## src/pen_sample_ring_queue_macros.svh

```systemverilog
// Assertion macros shared by the pen sample ring queue RTL.
`ifndef PEN_SAMPLE_RING_QUEUE_MACROS_SVH
`define PEN_SAMPLE_RING_QUEUE_MACROS_SVH

// Same-cycle implication, checked outside reset.
`define PSRQ_ASSERT_IMP(label, clk, rst_n, ante, cons, msg) \
    label: assert property (@(posedge clk) disable iff (!rst_n) (ante) |-> (cons)) \
        else $error(msg);

// Next-cycle implication, checked outside reset.
`define PSRQ_ASSERT_NXT(label, clk, rst_n, ante, cons, msg) \
    label: assert property (@(posedge clk) disable iff (!rst_n) (ante) |=> (cons)) \
        else $error(msg);

`endif

```

## src/psrq_pkg.sv

```systemverilog
// Types and fixed constants shared by the pen sample ring queue modules.
package psrq_pkg;

    localparam int unsigned WORD_W    = 32;
    localparam int unsigned OFFSET_W  = 8;
    localparam int unsigned OFFSET_N  = 2 ** OFFSET_W;
    localparam int unsigned CMD_W     = 4;
    localparam int unsigned STATUS_W  = 2;
    localparam int unsigned CFG_IDX_W = 2;

    localparam logic [WORD_W-1:0] FILL_WORD     = 32'h1400_0000;
    localparam logic [WORD_W-1:0] WRITING_LIMIT = 32'd8;

    // Register reset values
    localparam logic [WORD_W-1:0] PEN_DOWN_RST = 32'd13;
    localparam logic [WORD_W-1:0] PEN_UP_RST   = 32'd14;
    localparam logic [WORD_W-1:0] INVALID_RST  = 32'hFFFF_FFFF;

    // Configuration register indexes
    localparam logic [CFG_IDX_W-1:0] CFG_POLL_ONLY = 2'd0;
    localparam logic [CFG_IDX_W-1:0] CFG_PEN_DOWN  = 2'd1;
    localparam logic [CFG_IDX_W-1:0] CFG_PEN_UP    = 2'd2;
    localparam logic [CFG_IDX_W-1:0] CFG_INVALID   = 2'd3;

    // Result status codes
    localparam logic [STATUS_W-1:0] ST_OK        = 2'd0;
    localparam logic [STATUS_W-1:0] ST_FULL      = 2'd1;
    localparam logic [STATUS_W-1:0] ST_NOT_READY = 2'd2;

    typedef enum logic [CMD_W-1:0] {
        CMD_INSERT      = 4'd0,
        CMD_POLL        = 4'd1,
        CMD_INK_RD      = 4'd2,
        CMD_INK_WR      = 4'd3,
        CMD_INK_ADV     = 4'd4,
        CMD_STROKE_RD   = 4'd5,
        CMD_STROKE_ADV  = 4'd6,
        CMD_FLUSH       = 4'd7,
        CMD_DROP_STROKE = 4'd8
    } t_cmd;

    typedef enum logic [1:0] {
        S_IDLE,
        S_DECODE,
        S_INSERT,
        S_FINISH
    } t_state;

    // Controller to datapath commands
    typedef struct packed {
        logic load;       // latch the request
        logic exec;       // run a non-insert, non-read command
        logic rd;         // read the store at the reader address
        logic ins_write;  // write one insert word, commit on the last one
        logic poll_upd;   // poll-only insert
        logic set_full;   // insert rejected
        logic finish;     // register the result
    } t_dp_ctrl;

    // Datapath to controller status
    typedef struct packed {
        logic is_insert;
        logic is_read;
        logic poll_only;
        logic full;
        logic last_word;
    } t_dp_stat;

endpackage

```

## src/psrq_ctrl.sv

```systemverilog
// Request sequencer for the pen sample ring queue.
module psrq_ctrl
    import psrq_pkg::*;
(
    input  logic     i_clk,
    input  logic     i_rst_n,
    input  logic     start,
    input  t_dp_stat i_stat,
    output t_dp_ctrl o_ctrl,
    output logic     busy
);

    t_state r_state;
    t_state n_state;

    // State register
    always_ff @(posedge i_clk) begin
        if (!i_rst_n) begin
            r_state <= S_IDLE;
        end else begin
            r_state <= n_state;
        end
    end

    // Next state
    always_comb begin
        n_state = r_state;
        unique case (r_state)
            S_IDLE: begin
                if (start) n_state = S_DECODE;
            end
            S_DECODE: begin
                if (i_stat.is_insert && !i_stat.poll_only && !i_stat.full) begin
                    n_state = S_INSERT;
                end else begin
                    n_state = S_FINISH;
                end
            end
            S_INSERT: begin
                if (i_stat.last_word) n_state = S_FINISH;
            end
            S_FINISH: begin
                n_state = S_IDLE;
            end
            default: n_state = S_IDLE;
        endcase
    end

    // Commands to the datapath
    always_comb begin
        o_ctrl = '0;
        unique case (r_state)
            S_IDLE: begin
                o_ctrl.load = start;
            end
            S_DECODE: begin
                priority if (i_stat.is_insert) begin
                    if (i_stat.poll_only) begin
                        o_ctrl.poll_upd = 1'b1;
                    end else if (i_stat.full) begin
                        o_ctrl.set_full = 1'b1;
                    end
                end else if (i_stat.is_read) begin
                    o_ctrl.rd = 1'b1;
                end else begin
                    o_ctrl.exec = 1'b1;
                end
            end
            S_INSERT: begin
                o_ctrl.ins_write = 1'b1;
            end
            S_FINISH: begin
                o_ctrl.finish = 1'b1;
            end
            default: o_ctrl = '0;
        endcase
    end

    assign busy = (r_state != S_IDLE);

endmodule

```

## config.mk

```make
export PLATFORM = sky130hd
export DESIGN_NAME = psrq_ctrl
export DESIGN_NICKNAME = d
export VERILOG_FILES = /design/src/pen_sample_ring_queue_macros.svh /design/src/psrq_pkg.sv /design/src/psrq_ctrl.sv
export SDC_FILE = /design/constraint.sdc
export NUM_CORES = 1
export LEC_CHECK = 0
export ABC_CLOCK_PERIOD_IN_PS = 1300
export BUFFER_PORTS_ARGS = -buffer_cell sky130_fd_sc_hd__buf_2
export CAP_MARGIN = 20
export CORE_AREA = 2 2 39 41
export DETAILED_ROUTE_END_ITERATION = 6
export DIE_AREA = 0 0 41 43
export REMOVE_ABC_BUFFERS = 1
export SLEW_MARGIN = 10
export SYNTH_ARGS = -nofsm -noshare
export SYNTH_HDL_FRONTEND = slang
export SYNTH_SLANG_ARGS = --single-unit
```

## constraint.sdc

```tcl
create_clock -name i_clk -period 1.3 [get_ports i_clk]
set_clock_uncertainty 0.05 [all_clocks]
set_input_delay 0.325 -clock i_clk [delete_from_list [all_inputs] [get_ports i_clk]]
set_output_delay 0.325 -clock i_clk [all_outputs]
set_load 0.01 [all_outputs]
```

==> impl_metrics.tcl, run 1 <==
set metrics [dict create \
    status "complete, but fails checks" \
    violations "negative setup slack" \
    maxCapViolCount 0 \
    timing.final.ws_setup_ps -184.1 \
    final_cells 68 \
    initial_core_util 0.1673 \
    htreeDepth 1 \
    power_mw 1.063 \
    num_antenna_cells 0 \
    syn-cell-area_um2 231.5 \
    async_flop_share 0 \
    cts-root-buf "clkbuf_4" \
    tightest_slew_ps 267.3 \
    dr.pass1.iters 4 \
    start_kind "flip-flop" \
    min_path_type "input pin to flip-flop" \
    synth-xor-area-share 0 \
    setup_violations 10 \
    synth-compound-area-share 0.1459 \
    crit_type "flip-flop to output port" \
    synthCells 27 \
    dp.cells 63 \
    top_regs "r_state (2)" \
    yosys.area.top_type_share 0.2703 \
    fin_crit_ps 1484 \
    ir_drop_mv 0.4286 \
    clock.fmax_mhz 673.8 \
    drtAntennaViolNets 0 \
    grt_max_degree 6 \
    cts_sinks 2 \
    num-fill-cells 142 \
    ys_types 17 \
    synth_top_family_by_area "simple AND/OR/NAND/NOR gates" \
    end_kind "output port" \
    fin_util 0.3707 \
    clockBufferDepth 2 \
    drtIter0Drc 2 \
    rsz0062_at_grt "true" \
    vias 279 \
    largest_register "r_state" \
    area.growth.synth_to_final_pct 121.6 \
    grt_usage 0.08417 \
    multi_input_area_um2 249.0 \
    relSlewSlack 0.8203 \
    largest_reg_flops 2 \
    drcViolationCount 0 \
    wl_per_cell_um 9.588 \
    yosys_warnings 0 \
    cp.arrival_ps 1110 \
    grt_pass1_vias 278 \
    synth-edff-count 0 \
    ios 16 \
    synth.area.mux_share 0 \
    grt_pass1_wl_um 972 \
    synthTopCellsByCount "5 x ha_1, 5 x inv_1, 2 x and3_1, 2 x dfxtp_1" \
    power_density_nw_per_um2 2071 \
    clk_pin_slew_ps 30 \
    io_buffers 15 \
    drive_gt1_frac 0.7692 \
    numCtsBuffers 3 \
    fp.coreArea_um2 1384 \
    leakagePower_nw 0.2495 \
    cp_data_required_time_ps 930 \
    final_hold_viol_count 0 \
    syn_area_per_cell_um2 8.573 \
    nets 67 \
    yosysSeqAreaShare 0.1730 \
    routed_via_density 4.103 \
    synthAdderAreaFrac 0.2703 \
    cts_hold_buffers 0 \
    whs_ps 316.3 \
    synth_flop_cell "dfxtp_1" \
    antenna_found_initial 0 \
    seq_area_um2 42.54 \
    slew_viol_final 0 \
    synthTopCellsByArea "ha_1 27%, dfxtp_1 17%, inv_1 8.1%, nor2b_4 5.9%, and3_1 5.4%" \
    rows 14 \
    wl_um 652 \
    overflow 0 \
    fin_crit_sh 1.142 \
    crit_path_max_fanout 5 \
    die_y_um 43 \
    die_x_um 41 \
    synth-simple-area-share 0.3297 \
    clock_latency_ps 220 \
    yosysTopAreaCell "ha_1" \
    cts_tree "yes" \
    gp_congestion 0.6635 \
    post-place-ws_ps -139.8 \
    ys_ff_latch 2 \
    die_area_um2 1763 \
]
final timing paths:
kind | from | endpoint | slack (ps) | cells past startpoint
worst max-delay path | r_state[0] | o_ctrl[1] | -180 | 4
worst min-delay path | i_rst_n | r_state[1] | 320 | 3
worst max register to register | r_state[0] | r_state[0] | -20 | 6
worst min register to register | r_state[1] | r_state[0] | 700 | 4
through the flow:
stage	instance area, um^2	TNS, ps
5_1_grt	513.0	-1535
6_report	513.0	-1051
4_1_cts	494.2	-1094
2_1_floorplan	231.5	-185.4
3_3_place_gp	364.1	-437.9
3_5_place_dp	364.1	-443.9
report_power, final:
part | switching [mW] | internal, mW | total (mW)
sequential | 0.0303 | 0.0984 | 0.129
clock | 0.0334 | 0.102 | 0.135
combinational | 0.340 | 0.459 | 0.799
total | 0.403 | 0.659 | 1.06
cell type report:
type,count,share of cell area
clock buffer,3,0.04390
tap,16,0.03902
sequential,2,0.08293
inverter,5,0.04146
multi-input combinational,20,0.4854
timing repair buffer,22,0.3073
kinds of logic after synthesis:
family          after synthesis
fa+ha+maj                     5
buf+inv                       5
compound gates                5
flops                         2
simple gates                 10
layer usage:
layer  routed length, um  track usage  share of wire  up-vias
met5                   0            0              0        -
met4                   0      0.08000              0        0
met3                  43      0.01571          0.066        0
met2                 344       0.1344           0.53       14
met1                 265      0.08307           0.41      121
li1                    -            -              -      144
worst max-delay path: stages (launching register included):
cell and delay (ps):
dfxtp_2 320, buf_6 110, ha_4 160, and4b_1 160, buf_2 130
repair_timing:
action                                  4_1_cts  5_1_grt
pin swaps                                     4        0
resized for setup                            22        3
endpoints found under the setup margin       10       10
buffers inserted                              2        0
gates cloned                                  0        0
cell usage in the layout, fill, tap and decap left out:
cell type,instances
and2_2,1
buf_2,12
nor3b_2,1
nor4_2,1
and4b_1,1
inv_1,3
and3_1,2
inv_2,1
o31ai_1,1
ha_4,4
nor2_1,1
or3b_1,1
clkbuf_4,3
buf_4,4
o21ai_0,1
a211oi_2,1
dfxtp_2,2
nor2b_4,2
buf_6,6
o31a_1,1
ha_2,1
a21oi_1,1
inv_4,1
No activity file was read; power rests on OpenSTA's default activity.
==> run 2, diff against run 1 <==
==> constraint.sdc (replaced) <==
create_clock -name i_clk -period 1.3 [get_ports i_clk]
set_clock_uncertainty 0.05 [all_clocks]
set_input_delay 0.065 -clock i_clk [delete_from_list [all_inputs] [get_ports i_clk]]
set_output_delay 0.065 -clock i_clk [all_outputs]
set_load 0.01 [all_outputs]
==> run 2 against run 1 <==
Sequential share of layout area up 1.1 points. Critical path type unchanged. Sequential cell count unchanged. Via count down 1.1%. Sequential power about the same. Final area down 6.8%. Hold slack worse by 270 ps. The run still ends with negative setup slack left. First-iteration DRC count unchanged. Utilization down 2.5 points. Critical path depth up 1.
==> impl_metrics.tcl, run 2 (synthesized netlist as in run 1, its figures left out) <==
set metrics [dict create \
    top_usage_layer "met2" \
    timing.rr.start "r_state[1]" \
    timing.final.ws_setup_ps -26.78 \
    final_cells 66 \
    initial_core_util 0.1673 \
    drtAntennaViolNets 0 \
    wl_per_cell_um 9.712 \
    rows 14 \
    nets 65 \
    grt_max_degree 6 \
    power_uw 964.0 \
    clock.fmax_mhz 753.7 \
    ir_drop_mv 0.4745 \
    area.growth.synth_to_final_pct 106.5 \
    die_y_um 43 \
    htreeDepth 1 \
    antenna_found_initial 0 \
    leakagePower_nw 0.2334 \
    clock_latency_ps 230 \
    top_regs "r_state (2)" \
    vias 276 \
    fin_crit_sh 1.021 \
    rsz0062_at_grt "true" \
    ios 16 \
    die_x_um 41 \
    dp.cells 63 \
    wl_um 641 \
    crit_type "flip-flop to output port" \
    clockBufferDepth 2 \
    whs_ps 48.19 \
    io_buffers 15 \
    numCtsBuffers 3 \
    num_antenna_cells 0 \
    fin_crit_ps 1327 \
    die_area_um2 1763 \
    largest_register "r_state" \
    crit_start "r_state[1]" \
    cts_hold_buffers 0 \
    cts-root-buf "clkbuf_4" \
    met2_usage 0.1469 \
    overflow 0 \
    routed_via_density 4.182 \
    largest_reg_flops 2 \
    fin_util 0.3454 \
    postCtsSetupBuffers 0 \
    drcViolationCount 0 \
    gp_congestion 0.6750 \
    cts_tree "yes" \
    status "complete, but fails checks" \
    final_hold_viol_count 0 \
    end_kind "output port" \
    clk_pin_slew_ps 40 \
    grt_pass1_vias 277 \
    crit_path_max_fanout 5 \
    drtIter0Drc 2 \
    cp_data_required_time_ps 1190 \
    start_kind "flip-flop" \
    dr.pass1.iters 2 \
    fp.coreArea_um2 1384 \
    cp.arrival_ps 1210 \
    dp_hpwl_um 436.1 \
    grt_usage 0.09109 \
    slew_viol_final 0 \
    violations "negative setup slack" \
    min_path_type "input pin to flip-flop" \
    grtUsageMet1 0.08917 \
    power_density_nw_per_um2 2017 \
    setup_violations 5 \
    relSlewSlack 0.7928 \
    grt_util_met3 0.005236 \
    tightest_slew_ps 308.2 \
    drive_gt1_frac 0.7800 \
    cts_sinks 2 \
    grt_pass1_wl_um 1035 \
    final_common_cell "buf_2" \
    maxCapViolCount 0 \
    final_cell_mix "12 x buf_2, 4 x buf_6, 4 x buf_4" \
    hp-start "i_rst_n" \
]
==> run 2: cell count changes in the layout (fill, tap and decap cells not counted), moves of 2 or more <==
cell	previous run	this run
and3_1	2	0
and3_4	0	2
buf_6	6	4
ha_4	4	2
==> run 2: final timing paths <==
check,end,slack (ps),cells after the start
hold reg to reg,r_state[1],610,3
setup reg to reg,r_state[1],-10,5
setup / recovery,o_ctrl[1],-30,5
hold / removal,r_state[1],50,3
==> run 2: layer usage <==
metal	vias up	part of all wire
li1	142	-
met1	116	0.37
met2	16	0.50
met3	2	0.098
met4	0	0.030
met5	-	0
==> run 2: timing repair <==
item | 4_1_cts | 5_1_grt
endpoints found under the setup margin | 7 | 7
pin swaps | 3 | 5
gates resized for setup | 15 | 7
gates cloned | 0 | 0
==> run 2: per-stage QoR <==
stage                     worst slack, ps  setup TNS, ps  cell area, um^2
final                              -26.78         -60.37            478.0
after global routing               -82.08         -312.8            478.0
after CTS                          -24.71         -106.4            440.4
after detailed placement           -85.20         -138.1            364.1
after global placement             -86.14         -140.0            364.1
after floorplan                    -100.1         -185.4            231.5
==> run 2: where the power goes <==
group          internal [mW]  total (mW)  switching [mW]  leakage [nW]
Clock                  0.103       0.148          0.0449        0.0138
Sequential             0.104       0.131          0.0267        0.0175
Combinational          0.392       0.686           0.294         0.202
==> run 2: worst max-delay path: stages (launching register included) <==
cell     delay (ps)
dfxtp_4         350
inv_2            40
buf_6           120
ha_4            160
and4b_1         160
buf_2           130
==> run 2: layout make-up <==
class | count | area [um^2]
clock buffer | 3 | 22.52
timing repair buffer | 20 | 135.1
fill | 149 | 905.9
multi-input combinational | 20 | 236.5
inverter | 5 | 18.77
tap | 16 | 20.02
sequential | 2 | 45.04
